File: src/sv/ppl_pkg.sv
// Shared types, constants and the pair case table for the predator-prey lattice block.
package ppl_pkg;

  localparam int unsigned SITES      = 1024;
  localparam int unsigned SITE_W     = 10;
  localparam int unsigned BANK_DEPTH = SITES / 2;
  localparam int unsigned ROW_W      = $clog2(BANK_DEPTH);
  localparam int unsigned THR_W      = 17;
  localparam int unsigned DRAW_W     = 16;
  localparam int unsigned CNT_W      = 11;
  localparam int unsigned CFG_IDX_W  = 2;

  localparam logic [THR_W-1:0] THR_ONE     = THR_W'(65536);
  localparam logic [THR_W-1:0] ALPHA_RESET = THR_W'(21627);
  localparam logic [THR_W-1:0] BETA_RESET  = THR_W'(13107);
  localparam logic [THR_W-1:0] GAMMA_RESET = THR_W'(58982);

  typedef enum logic {
    OP_UPDATE = 1'b0,
    OP_LOAD   = 1'b1
  } op_e;

  typedef enum logic [CFG_IDX_W-1:0] {
    REG_ALPHA = 2'd0,
    REG_BETA  = 2'd1,
    REG_GAMMA = 2'd2
  } cfg_reg_e;

  typedef enum logic [1:0] {
    SEL_ALWAYS = 2'd0,
    SEL_ALPHA  = 2'd1,
    SEL_BETA   = 2'd2,
    SEL_GAMMA  = 2'd3
  } sel_e;

  typedef struct packed {
    logic prey;
    logic pred;
  } cell_t;

  typedef struct packed {
    logic [THR_W-1:0] alpha;
    logic [THR_W-1:0] beta;
    logic [THR_W-1:0] gamma;
  } thr_t;

  // option bits are prey_i prey_j pred_i pred_j
  typedef struct packed {
    logic [1:0]      count;
    logic [2:0][1:0] sel;
    logic [2:0][3:0] bits;
  } case_t;

  function automatic case_t case_info(input logic [3:0] code);
    case_t info;
    info = '0;
    case (code)
      4'd1: begin
        info.count = 2'd1; info.sel[0] = SEL_ALWAYS; info.bits[0] = 4'h2;
      end
      4'd2: begin
        info.count = 2'd1; info.sel[0] = SEL_ALWAYS; info.bits[0] = 4'h1;
      end
      4'd3: begin
        info.count = 2'd1; info.sel[0] = SEL_BETA; info.bits[0] = 4'h0;
      end
      4'd4: begin
        info.count = 2'd2;
        info.sel[0] = SEL_ALPHA;  info.bits[0] = 4'hC;
        info.sel[1] = SEL_ALWAYS; info.bits[1] = 4'h8;
      end
      4'd5: begin
        info.count = 2'd2;
        info.sel[0] = SEL_ALPHA;  info.bits[0] = 4'hE;
        info.sel[1] = SEL_ALWAYS; info.bits[1] = 4'hA;
      end
      4'd6: begin
        info.count = 2'd3;
        info.sel[0] = SEL_GAMMA;  info.bits[0] = 4'h3;
        info.sel[1] = SEL_ALPHA;  info.bits[1] = 4'hD;
        info.sel[2] = SEL_ALWAYS; info.bits[2] = 4'h9;
      end
      4'd7, 4'd13: begin
        info.count = 2'd3;
        info.sel[0] = SEL_BETA;   info.bits[0] = 4'h8;
        info.sel[1] = SEL_ALPHA;  info.bits[1] = 4'hF;
        info.sel[2] = SEL_ALWAYS; info.bits[2] = 4'hB;
      end
      4'd8: begin
        info.count = 2'd2;
        info.sel[0] = SEL_ALPHA;  info.bits[0] = 4'hC;
        info.sel[1] = SEL_ALWAYS; info.bits[1] = 4'h4;
      end
      4'd9: begin
        info.count = 2'd3;
        info.sel[0] = SEL_ALPHA;  info.bits[0] = 4'hE;
        info.sel[1] = SEL_GAMMA;  info.bits[1] = 4'h3;
        info.sel[2] = SEL_ALWAYS; info.bits[2] = 4'h6;
      end
      4'd10: begin
        info.count = 2'd2;
        info.sel[0] = SEL_ALPHA;  info.bits[0] = 4'hD;
        info.sel[1] = SEL_ALWAYS; info.bits[1] = 4'h5;
      end
      4'd11: begin
        info.count = 2'd2;
        info.sel[0] = SEL_ALPHA; info.bits[0] = 4'hF;
        info.sel[1] = SEL_BETA;  info.bits[1] = 4'h4;
      end
      4'd14: begin
        info.count = 2'd2;
        info.sel[0] = SEL_GAMMA;  info.bits[0] = 4'hB;
        info.sel[1] = SEL_ALWAYS; info.bits[1] = 4'hD;
      end
      4'd15: begin
        info.count = 2'd1; info.sel[0] = SEL_BETA; info.bits[0] = 4'hC;
      end
      default: begin
        info = '0;
      end
    endcase
    return info;
  endfunction

endpackage

File: src/sv/ppl_in_if.sv
// Input channel: valid/ready handshake carrying one load or update item.
interface ppl_in_if;
  logic                             valid;
  logic                             ready;
  logic                             op;
  logic [ppl_pkg::SITE_W-1:0]       site;
  logic                             prey_value;
  logic                             predator_value;
  logic [ppl_pkg::DRAW_W-1:0]       choice_draw;
  logic [ppl_pkg::DRAW_W-1:0]       accept_draw;

  modport source (
    output valid, op, site, prey_value, predator_value, choice_draw, accept_draw,
    input  ready
  );
  modport sink (
    input  valid, op, site, prey_value, predator_value, choice_draw, accept_draw,
    output ready
  );
endinterface

File: src/sv/ppl_out_if.sv
// Output channel: valid/ready handshake carrying one result item.
interface ppl_out_if;
  logic                      valid;
  logic                      ready;
  logic                      prey_here;
  logic                      prey_next;
  logic                      predator_here;
  logic                      predator_next;
  logic [ppl_pkg::CNT_W-1:0] prey_total;
  logic [ppl_pkg::CNT_W-1:0] predator_total;

  modport source (
    output valid, prey_here, prey_next, predator_here, predator_next,
           prey_total, predator_total,
    input  ready
  );
  modport sink (
    input  valid, prey_here, prey_next, predator_here, predator_next,
           prey_total, predator_total,
    output ready
  );
endinterface

File: src/sv/ppl_bank_ram.sv
// Generic single-write, single-read RAM with registered read data.
module ppl_bank_ram #(
  parameter int unsigned DEPTH = 512,
  parameter int unsigned WIDTH = 2
) (
  input  logic                     clk_i,
  input  logic                     we_i,
  input  logic [$clog2(DEPTH)-1:0] waddr_i,
  input  logic [WIDTH-1:0]         wdata_i,
  input  logic                     re_i,
  input  logic [$clog2(DEPTH)-1:0] raddr_i,
  output logic [WIDTH-1:0]         rdata_o
);

  logic [WIDTH-1:0] mem [DEPTH];
  logic [WIDTH-1:0] rdata_q;

  always_ff @(posedge clk_i) begin
    if (we_i) begin
      mem[waddr_i] <= wdata_i;
    end
  end

  always_ff @(posedge clk_i) begin
    if (re_i) begin
      rdata_q <= mem[raddr_i];
    end
  end

  assign rdata_o = rdata_q;

endmodule

File: src/sv/ppl_rule.sv
// Pair rule: picks the option for a case code and decides whether it fires.
module ppl_rule (
  input  logic [3:0]                 code_i,
  input  logic [ppl_pkg::DRAW_W-1:0] choice_i,
  input  logic [ppl_pkg::DRAW_W-1:0] accept_i,
  input  ppl_pkg::thr_t              thr_i,
  output logic                       fire_o,
  output logic [3:0]                 bits_o
);

  ppl_pkg::case_t                  info;
  logic [ppl_pkg::DRAW_W+1:0]      triple;
  logic [1:0]                      opt;
  logic [1:0]                      sel;
  logic [ppl_pkg::THR_W-1:0]       thr_sel;

  always_comb begin
    info   = ppl_pkg::case_info(code_i);
    // choice * 3, top two bits give the third
    triple = {2'b00, choice_i} + {1'b0, choice_i, 1'b0};
    case (info.count)
      2'd2:    opt = {1'b0, choice_i[ppl_pkg::DRAW_W-1]};
      2'd3:    opt = triple[ppl_pkg::DRAW_W+1:ppl_pkg::DRAW_W];
      default: opt = 2'd0;
    endcase
    sel    = info.sel[opt];
    bits_o = info.bits[opt];
    case (sel)
      ppl_pkg::SEL_ALPHA: thr_sel = thr_i.alpha;
      ppl_pkg::SEL_BETA:  thr_sel = thr_i.beta;
      ppl_pkg::SEL_GAMMA: thr_sel = thr_i.gamma;
      default:            thr_sel = ppl_pkg::THR_ONE;
    endcase
    fire_o = (info.count != 2'd0) && ({1'b0, accept_i} < thr_sel);
  end

endmodule

File: src/sv/predator_prey_lattice_pair_update.sv
// Top level of the predator-prey ring lattice pair update block.
//
// Usage:
//   in_i  carries load items (write one cell) and update items (apply the
//         pair rule to a site and its ring neighbour); out_o returns one
//         result item per input item, in order.
//   cfg_we_i/cfg_index_i/cfg_data_i write the alpha, beta and gamma
//   thresholds; write them only while no item is in flight.
// Path: each item goes through the compute stage and the result register.
// Throughput: one item per cycle unless out_o is held. The lattice sits in
//   two RAM banks split by site parity, so a pair touches one row in each
//   bank; each bank does one read and one write a cycle, and the last write
//   is forwarded to the item that read in the same cycle.
// Reset: thresholds and counts return to their defaults, then a clearing
//   pass zeroes all 512 rows of both banks with in_i.ready low.
// Stall: when out_o is held, the result register keeps its item, the item
//   behind it waits in the compute stage and in_i.ready drops.
module predator_prey_lattice_pair_update (
  input  logic                          clk_i,
  input  logic                          rst_ni,
  ppl_in_if.sink                        in_i,
  ppl_out_if.source                     out_o,
  input  logic                          cfg_we_i,
  input  logic [ppl_pkg::CFG_IDX_W-1:0] cfg_index_i,
  input  logic [ppl_pkg::THR_W-1:0]     cfg_data_i
);

  localparam int unsigned ROW_W = ppl_pkg::ROW_W;
  localparam int unsigned CNT_W = ppl_pkg::CNT_W;

  ppl_pkg::thr_t thr_q;

  // clearing pass
  logic             clr_active_q;
  logic [ROW_W-1:0] clr_row_q;

  // compute stage
  logic             s1_valid_q;
  logic             s1_op_q;
  logic             s1_par_q;
  logic             s1_in_range_q;
  logic [ROW_W-1:0] s1_ev_row_q;
  logic [ROW_W-1:0] s1_od_row_q;
  logic             s1_prey_q;
  logic             s1_pred_q;
  logic [ppl_pkg::DRAW_W-1:0] s1_choice_q;
  logic [ppl_pkg::DRAW_W-1:0] s1_accept_q;

  // forwarding of the last item write per bank
  logic             fwd_ev_v_q;
  logic [ROW_W-1:0] fwd_ev_row_q;
  ppl_pkg::cell_t   fwd_ev_data_q;
  logic             fwd_od_v_q;
  logic [ROW_W-1:0] fwd_od_row_q;
  ppl_pkg::cell_t   fwd_od_data_q;

  logic [CNT_W-1:0] prey_cnt_q;
  logic [CNT_W-1:0] pred_cnt_q;
  logic [CNT_W-1:0] prey_cnt_d;
  logic [CNT_W-1:0] pred_cnt_d;

  logic             out_valid_q;
  logic             out_ph_q;
  logic             out_pn_q;
  logic             out_dh_q;
  logic             out_dn_q;
  logic [CNT_W-1:0] out_prey_q;
  logic [CNT_W-1:0] out_pred_q;

  logic             adv;
  logic             in_accept;
  logic             s1_go;
  logic [ROW_W-1:0] in_row;
  logic [ROW_W-1:0] in_row_next;
  logic [ROW_W-1:0] rd_ev_row;
  logic             in_range;

  logic [1:0]       ev_rdata;
  logic [1:0]       od_rdata;
  ppl_pkg::cell_t   ev_cur;
  ppl_pkg::cell_t   od_cur;
  ppl_pkg::cell_t   cur_i;
  ppl_pkg::cell_t   cur_j;
  ppl_pkg::cell_t   new_i;
  ppl_pkg::cell_t   new_j;
  logic [3:0]       code;
  logic             fire;
  logic [3:0]       nb;
  logic             we_i_cell;
  logic             we_j_cell;
  logic             item_ev_we;
  logic             item_od_we;
  ppl_pkg::cell_t   item_ev_data;
  ppl_pkg::cell_t   item_od_data;

  logic             ev_we;
  logic             od_we;
  logic [ROW_W-1:0] ev_waddr;
  logic [ROW_W-1:0] od_waddr;
  logic [1:0]       ev_wdata;
  logic [1:0]       od_wdata;

  // handshake
  assign adv        = !out_valid_q || out_o.ready;
  assign in_i.ready = !clr_active_q && adv;
  assign in_accept  = in_i.valid && in_i.ready;
  assign s1_go      = s1_valid_q && adv;

  // read addresses: site i row and the neighbour row in the other bank
  assign in_row      = in_i.site[ROW_W:1];
  assign in_row_next = (in_row == ROW_W'(ppl_pkg::BANK_DEPTH - 1)) ? '0 : in_row + 1'b1;
  assign rd_ev_row   = in_i.site[0] ? in_row_next : in_row;
  assign in_range    = (32'(in_i.site) < ppl_pkg::SITES);

  always_ff @(posedge clk_i or negedge rst_ni) begin
    if (!rst_ni) begin
      thr_q.alpha <= ppl_pkg::ALPHA_RESET;
      thr_q.beta  <= ppl_pkg::BETA_RESET;
      thr_q.gamma <= ppl_pkg::GAMMA_RESET;
    end else if (cfg_we_i) begin
      case (cfg_index_i)
        ppl_pkg::REG_ALPHA: thr_q.alpha <= cfg_data_i;
        ppl_pkg::REG_BETA:  thr_q.beta  <= cfg_data_i;
        ppl_pkg::REG_GAMMA: thr_q.gamma <= cfg_data_i;
        default: ;
      endcase
    end
  end

  always_ff @(posedge clk_i or negedge rst_ni) begin
    if (!rst_ni) begin
      clr_active_q <= 1'b1;
      clr_row_q    <= '0;
    end else if (clr_active_q) begin
      clr_row_q <= clr_row_q + 1'b1;
      if (clr_row_q == ROW_W'(ppl_pkg::BANK_DEPTH - 1)) begin
        clr_active_q <= 1'b0;
      end
    end
  end

  always_ff @(posedge clk_i or negedge rst_ni) begin
    if (!rst_ni) begin
      s1_valid_q <= 1'b0;
    end else if (adv) begin
      s1_valid_q <= in_accept;
    end
  end

  always_ff @(posedge clk_i) begin
    if (in_accept) begin
      s1_op_q       <= in_i.op;
      s1_par_q      <= in_i.site[0];
      s1_in_range_q <= in_range;
      s1_ev_row_q   <= rd_ev_row;
      s1_od_row_q   <= in_row;
      s1_prey_q     <= in_i.prey_value;
      s1_pred_q     <= in_i.predator_value;
      s1_choice_q   <= in_i.choice_draw;
      s1_accept_q   <= in_i.accept_draw;
    end
  end

  ppl_bank_ram #(
    .DEPTH (ppl_pkg::BANK_DEPTH),
    .WIDTH ($bits(ppl_pkg::cell_t))
  ) u_ev_bank (
    .clk_i   (clk_i),
    .we_i    (ev_we),
    .waddr_i (ev_waddr),
    .wdata_i (ev_wdata),
    .re_i    (in_accept),
    .raddr_i (rd_ev_row),
    .rdata_o (ev_rdata)
  );

  ppl_bank_ram #(
    .DEPTH (ppl_pkg::BANK_DEPTH),
    .WIDTH ($bits(ppl_pkg::cell_t))
  ) u_od_bank (
    .clk_i   (clk_i),
    .we_i    (od_we),
    .waddr_i (od_waddr),
    .wdata_i (od_wdata),
    .re_i    (in_accept),
    .raddr_i (in_row),
    .rdata_o (od_rdata)
  );

  always_comb begin
    ev_cur = (fwd_ev_v_q && (fwd_ev_row_q == s1_ev_row_q)) ? fwd_ev_data_q
                                                           : ppl_pkg::cell_t'(ev_rdata);
    od_cur = (fwd_od_v_q && (fwd_od_row_q == s1_od_row_q)) ? fwd_od_data_q
                                                           : ppl_pkg::cell_t'(od_rdata);
    cur_i  = s1_par_q ? od_cur : ev_cur;
    cur_j  = s1_par_q ? ev_cur : od_cur;
    code   = {cur_i.prey, cur_j.prey, cur_i.pred, cur_j.pred};
  end

  ppl_rule u_rule (
    .code_i   (code),
    .choice_i (s1_choice_q),
    .accept_i (s1_accept_q),
    .thr_i    (thr_q),
    .fire_o   (fire),
    .bits_o   (nb)
  );

  always_comb begin
    if (s1_op_q == ppl_pkg::OP_LOAD) begin
      new_i     = '{prey: s1_prey_q, pred: s1_pred_q};
      new_j     = cur_j;
      we_i_cell = s1_in_range_q;
      we_j_cell = 1'b0;
    end else if (fire) begin
      new_i     = '{prey: nb[3], pred: nb[1]};
      new_j     = '{prey: nb[2], pred: nb[0]};
      we_i_cell = s1_in_range_q;
      we_j_cell = s1_in_range_q;
    end else begin
      new_i     = cur_i;
      new_j     = cur_j;
      we_i_cell = 1'b0;
      we_j_cell = 1'b0;
    end

    item_ev_we   = s1_go && (s1_par_q ? we_j_cell : we_i_cell);
    item_od_we   = s1_go && (s1_par_q ? we_i_cell : we_j_cell);
    item_ev_data = s1_par_q ? new_j : new_i;
    item_od_data = s1_par_q ? new_i : new_j;

    if (s1_in_range_q) begin
      prey_cnt_d = prey_cnt_q + CNT_W'(new_i.prey) + CNT_W'(new_j.prey)
                 - CNT_W'(cur_i.prey) - CNT_W'(cur_j.prey);
      pred_cnt_d = pred_cnt_q + CNT_W'(new_i.pred) + CNT_W'(new_j.pred)
                 - CNT_W'(cur_i.pred) - CNT_W'(cur_j.pred);
    end else begin
      prey_cnt_d = prey_cnt_q;
      pred_cnt_d = pred_cnt_q;
    end

    ev_we    = clr_active_q || item_ev_we;
    od_we    = clr_active_q || item_od_we;
    ev_waddr = clr_active_q ? clr_row_q : s1_ev_row_q;
    od_waddr = clr_active_q ? clr_row_q : s1_od_row_q;
    ev_wdata = clr_active_q ? '0 : item_ev_data;
    od_wdata = clr_active_q ? '0 : item_od_data;
  end

  always_ff @(posedge clk_i or negedge rst_ni) begin
    if (!rst_ni) begin
      fwd_ev_v_q <= 1'b0;
      fwd_od_v_q <= 1'b0;
      prey_cnt_q <= '0;
      pred_cnt_q <= '0;
    end else begin
      if (item_ev_we) begin
        fwd_ev_v_q <= 1'b1;
      end
      if (item_od_we) begin
        fwd_od_v_q <= 1'b1;
      end
      if (s1_go) begin
        prey_cnt_q <= prey_cnt_d;
        pred_cnt_q <= pred_cnt_d;
      end
    end
  end

  always_ff @(posedge clk_i) begin
    if (item_ev_we) begin
      fwd_ev_row_q  <= s1_ev_row_q;
      fwd_ev_data_q <= item_ev_data;
    end
    if (item_od_we) begin
      fwd_od_row_q  <= s1_od_row_q;
      fwd_od_data_q <= item_od_data;
    end
  end

  always_ff @(posedge clk_i or negedge rst_ni) begin
    if (!rst_ni) begin
      out_valid_q <= 1'b0;
    end else if (adv) begin
      out_valid_q <= s1_valid_q;
    end
  end

  always_ff @(posedge clk_i) begin
    if (s1_go) begin
      out_ph_q   <= s1_in_range_q && new_i.prey;
      out_pn_q   <= s1_in_range_q && new_j.prey;
      out_dh_q   <= s1_in_range_q && new_i.pred;
      out_dn_q   <= s1_in_range_q && new_j.pred;
      out_prey_q <= prey_cnt_d;
      out_pred_q <= pred_cnt_d;
    end
  end

  assign out_o.valid          = out_valid_q;
  assign out_o.prey_here      = out_ph_q;
  assign out_o.prey_next      = out_pn_q;
  assign out_o.predator_here  = out_dh_q;
  assign out_o.predator_next  = out_dn_q;
  assign out_o.prey_total     = out_prey_q;
  assign out_o.predator_total = out_pred_q;

  a_prey_bound: assert property (@(posedge clk_i) disable iff (!rst_ni)
    out_valid_q |-> (32'(out_prey_q) <= ppl_pkg::SITES))
    else $error("prey total above lattice size");

  a_pred_bound: assert property (@(posedge clk_i) disable iff (!rst_ni)
    out_valid_q |-> (32'(out_pred_q) <= ppl_pkg::SITES))
    else $error("predator total above lattice size");

  a_accept_enters: assert property (@(posedge clk_i) disable iff (!rst_ni)
    in_accept |=> s1_valid_q)
    else $error("accepted item lost before compute stage");

  a_clear_wraps: assert property (@(posedge clk_i) disable iff (!rst_ni)
    $fell(clr_active_q) |-> (clr_row_q == '0) && !fwd_ev_v_q && !fwd_od_v_q)
    else $error("clearing pass ended early or with a pending forward");

endmodule

File: src/flat_wrapper.sv
// flat-port wrapper written by rule: the top's interface ports become plain ports
module predator_prey_lattice_pair_update_flat 
  (clk_i, rst_ni, cfg_we_i, cfg_index_i, cfg_data_i, in_i_valid, in_i_op, in_i_site, in_i_prey_value, in_i_predator_value, in_i_choice_draw, in_i_accept_draw, in_i_ready, out_o_valid, out_o_prey_here, out_o_prey_next, out_o_predator_here, out_o_predator_next, out_o_prey_total, out_o_predator_total, out_o_ready);
  ppl_in_if in_i_i ();
  ppl_out_if out_o_i ();
  input  logic clk_i;
  input  logic rst_ni;
  input  logic cfg_we_i;
  input  logic [ppl_pkg::CFG_IDX_W-1:0] cfg_index_i;
  input  logic [ppl_pkg::THR_W-1:0] cfg_data_i;
  input wire logic [$bits(in_i_i.valid)-1:0] in_i_valid;
  input wire logic [$bits(in_i_i.op)-1:0] in_i_op;
  input wire logic [$bits(in_i_i.site)-1:0] in_i_site;
  input wire logic [$bits(in_i_i.prey_value)-1:0] in_i_prey_value;
  input wire logic [$bits(in_i_i.predator_value)-1:0] in_i_predator_value;
  input wire logic [$bits(in_i_i.choice_draw)-1:0] in_i_choice_draw;
  input wire logic [$bits(in_i_i.accept_draw)-1:0] in_i_accept_draw;
  output wire logic [$bits(in_i_i.ready)-1:0] in_i_ready;
  output wire logic [$bits(out_o_i.valid)-1:0] out_o_valid;
  output wire logic [$bits(out_o_i.prey_here)-1:0] out_o_prey_here;
  output wire logic [$bits(out_o_i.prey_next)-1:0] out_o_prey_next;
  output wire logic [$bits(out_o_i.predator_here)-1:0] out_o_predator_here;
  output wire logic [$bits(out_o_i.predator_next)-1:0] out_o_predator_next;
  output wire logic [$bits(out_o_i.prey_total)-1:0] out_o_prey_total;
  output wire logic [$bits(out_o_i.predator_total)-1:0] out_o_predator_total;
  input wire logic [$bits(out_o_i.ready)-1:0] out_o_ready;
  assign in_i_i.valid = in_i_valid;
  assign in_i_i.op = in_i_op;
  assign in_i_i.site = in_i_site;
  assign in_i_i.prey_value = in_i_prey_value;
  assign in_i_i.predator_value = in_i_predator_value;
  assign in_i_i.choice_draw = in_i_choice_draw;
  assign in_i_i.accept_draw = in_i_accept_draw;
  assign in_i_ready = in_i_i.ready;
  assign out_o_valid = out_o_i.valid;
  assign out_o_prey_here = out_o_i.prey_here;
  assign out_o_prey_next = out_o_i.prey_next;
  assign out_o_predator_here = out_o_i.predator_here;
  assign out_o_predator_next = out_o_i.predator_next;
  assign out_o_prey_total = out_o_i.prey_total;
  assign out_o_predator_total = out_o_i.predator_total;
  assign out_o_i.ready = out_o_ready;
  predator_prey_lattice_pair_update u_core (.clk_i(clk_i), .rst_ni(rst_ni), .in_i(in_i_i), .out_o(out_o_i), .cfg_we_i(cfg_we_i), .cfg_index_i(cfg_index_i), .cfg_data_i(cfg_data_i));
endmodule
File: config.mk
export PLATFORM = sky130hd
export DESIGN_NAME = predator_prey_lattice_pair_update_flat
export DESIGN_NICKNAME = d
export VERILOG_FILES = /design/src/sv/ppl_pkg.sv /design/src/sv/ppl_in_if.sv /design/src/sv/ppl_out_if.sv /design/src/sv/ppl_bank_ram.sv /design/src/sv/ppl_rule.sv /design/src/sv/predator_prey_lattice_pair_update.sv /design/src/flat_wrapper.sv
export SDC_FILE = /design/constraint.sdc
export NUM_CORES = 2
export LEC_CHECK = 0
export BUFFER_PORTS_ARGS = -buffer_cell sky130_fd_sc_hd__clkbuf_2
export CORE_MARGIN = 5
export CORE_UTILIZATION = 40
export CTS_BUF_LIST = sky130_fd_sc_hd__clkbuf_4 sky130_fd_sc_hd__clkbuf_8 sky130_fd_sc_hd__clkbuf_16
export DETAILED_ROUTE_END_ITERATION = 6
export SETUP_SLACK_MARGIN = 0.15
export SYNTH_ARGS = -nofsm -noshare
export SYNTH_HDL_FRONTEND = slang
export SYNTH_HIERARCHICAL = 1
export SYNTH_SLANG_ARGS = --single-unit
File: constraint.sdc
create_clock -name clk_i -period 39.2 [get_ports clk_i]
set_input_delay 11.76 -clock clk_i [delete_from_list [all_inputs] [get_ports clk_i]]
set_output_delay 11.76 -clock clk_i [all_outputs]
set_load 0.005 [all_outputs]
==> impl_metrics.toml <==
[status]
status = "finished, violations left"
violations = "DRC"

[yosys]
ys_seq_area_share_pct = 70.7
synthesis.nets = 6189
ys_ff_latch = 2241
async_reset_ff_share_pct = 3.88
synth_edf_count = 2154
ys_dominant_reg_cell = "edfxtp_1"
yosys_warnings = 6
avgSynthCellArea_um2 = 15.6
syn_area_um2 = 94600
syn_inst = 6060
synth_cell_types = 80

[setup_path]
crit_path_end_kind = "primary output"
critPathKind = "primary input to primary output"
crit_path_frequent_cell = "clkbuf_2"
crit_chain = "clkbuf_2 -> nor2b_1 -> nor2_1 -> clkbuf_2"
arrival_ns = 12.22
slowest_stage = "nor2b_1"
crit_buf_inv = 2
required_ns = 27.44
crit_family = "buffers and inverters"
start_kind = "primary input"
cp_slowest_stage_delay_ns = 0.16
cp_max_fo = 2

[clocking]
cts_resized = 0
cts_max_level = 4
clkTransAtPathRegs_ns = 0.06
cts_buffers = 225
cts_sinks = 2241
cts_buffer_depth = 3
post_cts_buffers = 0
cts_tree = "done"
insertion_delay_ns = 0.91
cts_root_buf = "clkbuf_16"
hold_buffers = 0

[floorplanning]
core_area_um2 = 235000
die_y_um = 496
start_util_pct = 40.2
ios = 97
fp.dieArea_um2 = 246000
die_w_um = 496
rows = 178

[sta]
hold_viol = 0
fin_crit_sh_pct = 61.2
skew_ns = 0.0731
fin_crit_ns = 23.98
relSlewSlack_pct = 17.2
setup_viol = 0
tightest_slew_ns = 1.24
fmax_mhz = 41.7
maxSlewViolCount = 0
rsz0062_at_grt = "no"
fin_setup_tns_ns = 0

[cells_and_area]
final_common_cell = "edfxtp_1"
syn_to_final_growth_pct = 11.5
nets = 6205
fin_util_pct = 44.8
nFillCells = 20600
drive_gt1_share_pct = 16.0
final_cell_mix = "2154 x edfxtp_1, 1127 x nor2_1, 527 x mux2i_1"

[worst_hold_path]
worstHoldPathType = "flop to flop"

[power]
combPwrFrac_pct = 12.8
peakVddDrop_mv = 0.0503
p_sw_w = 0.00147
p_clk_share_pct = 37.1
power.leakage_nw = 33.8
switching_share_pct = 25.3
power_frac_seq_pct = 50.1
p_total_w = 0.00582
p_int_w = 0.00435
power_density_nw_per_um2 = 55.2

[routing]
wl_mm = 241
wire_per_inst_um = 25.6
wl_met1_mm = 102
num_vias = 54000
met3_length_mm = 17.8
dr.first_iter.drc_count = 5546
top_layer = "met5"
antenna_left = 0
vias_per_cell = 5.73
first_pass_iters = 7
drc_errors = 3
wl_met2_mm = 116

[grt]
grt_pass1_wl_mm = 357
grt_max_degree = 238
track_usage_pct = 19.2
first_global_vias = 55000
antenna_found_initial = 13
grt_overflow = 0

[place]
hpwl_mm = 136
portBuffers = 96
gp_congestion = 0.796

[run]
maxCapViolations = 0
==> cell families after synthesis <==
logic type,Yosys count,share of synthesized area (%)
simple gates,1645,7.27
fa+ha+maj,60,0.841
mux,851,12.5
compound gates,729,5.50
xor+xnor,43,0.398
buf+inv,491,2.78
flops,2241,70.7
==> worst reg2reg max path: cells and delay by family, from the launching register on <==
| family | cells | cell delay (ns) |
|---|---|---|
| adder cells (fa/ha/maj) | 1 | 0.26 |
| flip-flops | 1 | 0.43 |
| XOR/XNOR | 1 | 0.19 |
| AO/OA/AOI/OAI | 16 | 5.12 |
| multiplexers | 3 | 0.89 |
| AND/OR/NAND/NOR | 5 | 1.14 |
| buffers and inverters | 4 | 3.08 |
==> metrics by stage <==
stage | area, um2 | worst slack [ns] | hold slack, ns | cells
after floorplan | 94600 | 15.49 | 0.435 | 6060
after global placement | 97900 | 15.20 | 0.455 | 8999
after detailed placement | 97900 | 15.23 | 0.459 | 8999
after CTS | 105000 | 15.22 | 0.477 | 9417
after global routing | 105000 | 15.18 | 0.495 | 9419
final | 105000 | 15.22 | 0.476 | 9424
==> cell usage after synthesis (all sizes together), types with 10 or more instances <==
library cell | n | area [um2]
a211oi | 31 | 243
a21o | 19 | 143
a21oi | 100 | 500
a221oi | 16 | 140
a2bb2oi | 15 | 131
and2 | 17 | 106
and3 | 16 | 100
buf | 200 | 1530
clkbuf | 219 | 830
dfrtp | 60 | 1500
dfstp | 27 | 709
edfxtp | 2154 | 64700
ha | 54 | 676
inv | 68 | 255
mux2 | 67 | 762
mux2i | 528 | 5290
mux4 | 256 | 5770
nand2 | 195 | 737
nand2b | 15 | 93.8
nand3 | 47 | 235
nand4 | 24 | 150
nor2 | 1130 | 4240
nor2b | 26 | 163
nor3 | 92 | 465
nor3b | 17 | 133
nor4 | 21 | 131
o211ai | 18 | 135
o21ai | 138 | 691
o221ai | 222 | 1950
o22ai | 86 | 538
or3 | 12 | 75.1
or4 | 10 | 75.1
xnor2 | 36 | 315
==> power by group through the flow <==
stage               Clock [W]  Combinational (W)  Sequential (W)
floorplan                   0           0.000487         0.00310
global placement            0           0.000733         0.00296
detailed placement          0           0.000747         0.00297
CTS                   0.00220           0.000749         0.00292
global route          0.00230           0.000816         0.00292
finish                0.00216           0.000743         0.00292
==> sequential cells by signal, summed over array words and instances (netlist names), 11 cells and up <==
register                     count
u_core/u_ev_bank/mem          1024
u_core/u_od_bank/mem          1024
u_core/thr_q                    51
u_core/s1_accept_q              16
u_core/s1_choice_q              16
u_core/out_o.predator_total     11
u_core/out_o.prey_total         11
u_core/pred_cnt_q               11
u_core/prey_cnt_q               11
==> worst paths after layout <==
| check | start | endpoint | slack [ns] | cells past startpoint |
|---|---|---|---|---|
| min in group asynchronous | rst_ni | u_core/prey_cnt_q[8] | 10.92 | 1 |
| max in group asynchronous | rst_ni | u_core/thr_q[33] | 27.17 | 2 |
| min | u_core/fwd_ev_v_q | u_core/fwd_ev_v_q | 0.48 | 1 |
| min reg2reg | u_core/fwd_ev_v_q | u_core/fwd_ev_v_q | 0.48 | 1 |
| max | out_o_ready | in_i_ready | 15.22 | 4 |
| max reg2reg | u_core/s1_ev_row_q[8] | u_core/u_od_bank/mem[474][0] | 27.72 | 30 |
==> layer usage <==
metal | global-route usage, % | vias up
met4 | 4.52 | 4
met2 | 31.6 | 1956
met5 | 0 | -
li1 | - | 23600
met1 | 26.7 | 28200
met3 | 3.49 | 311
==> cell type report <==
cell class | count | area [um2] | share of cell area, %
diodes | 7 | 17.5 | 0.0166
clock buffers | 274 | 6030 | 5.72
clock inverters | 144 | 1540 | 1.46
inverters | 72 | 270 | 0.256
multi-input cells | 3328 | 25300 | 24.0
flip-flops and latches | 2241 | 66900 | 63.4
well taps | 3150 | 3940 | 3.74
repair buffers | 208 | 1430 | 1.36
(Power assumes the default switching activity.)
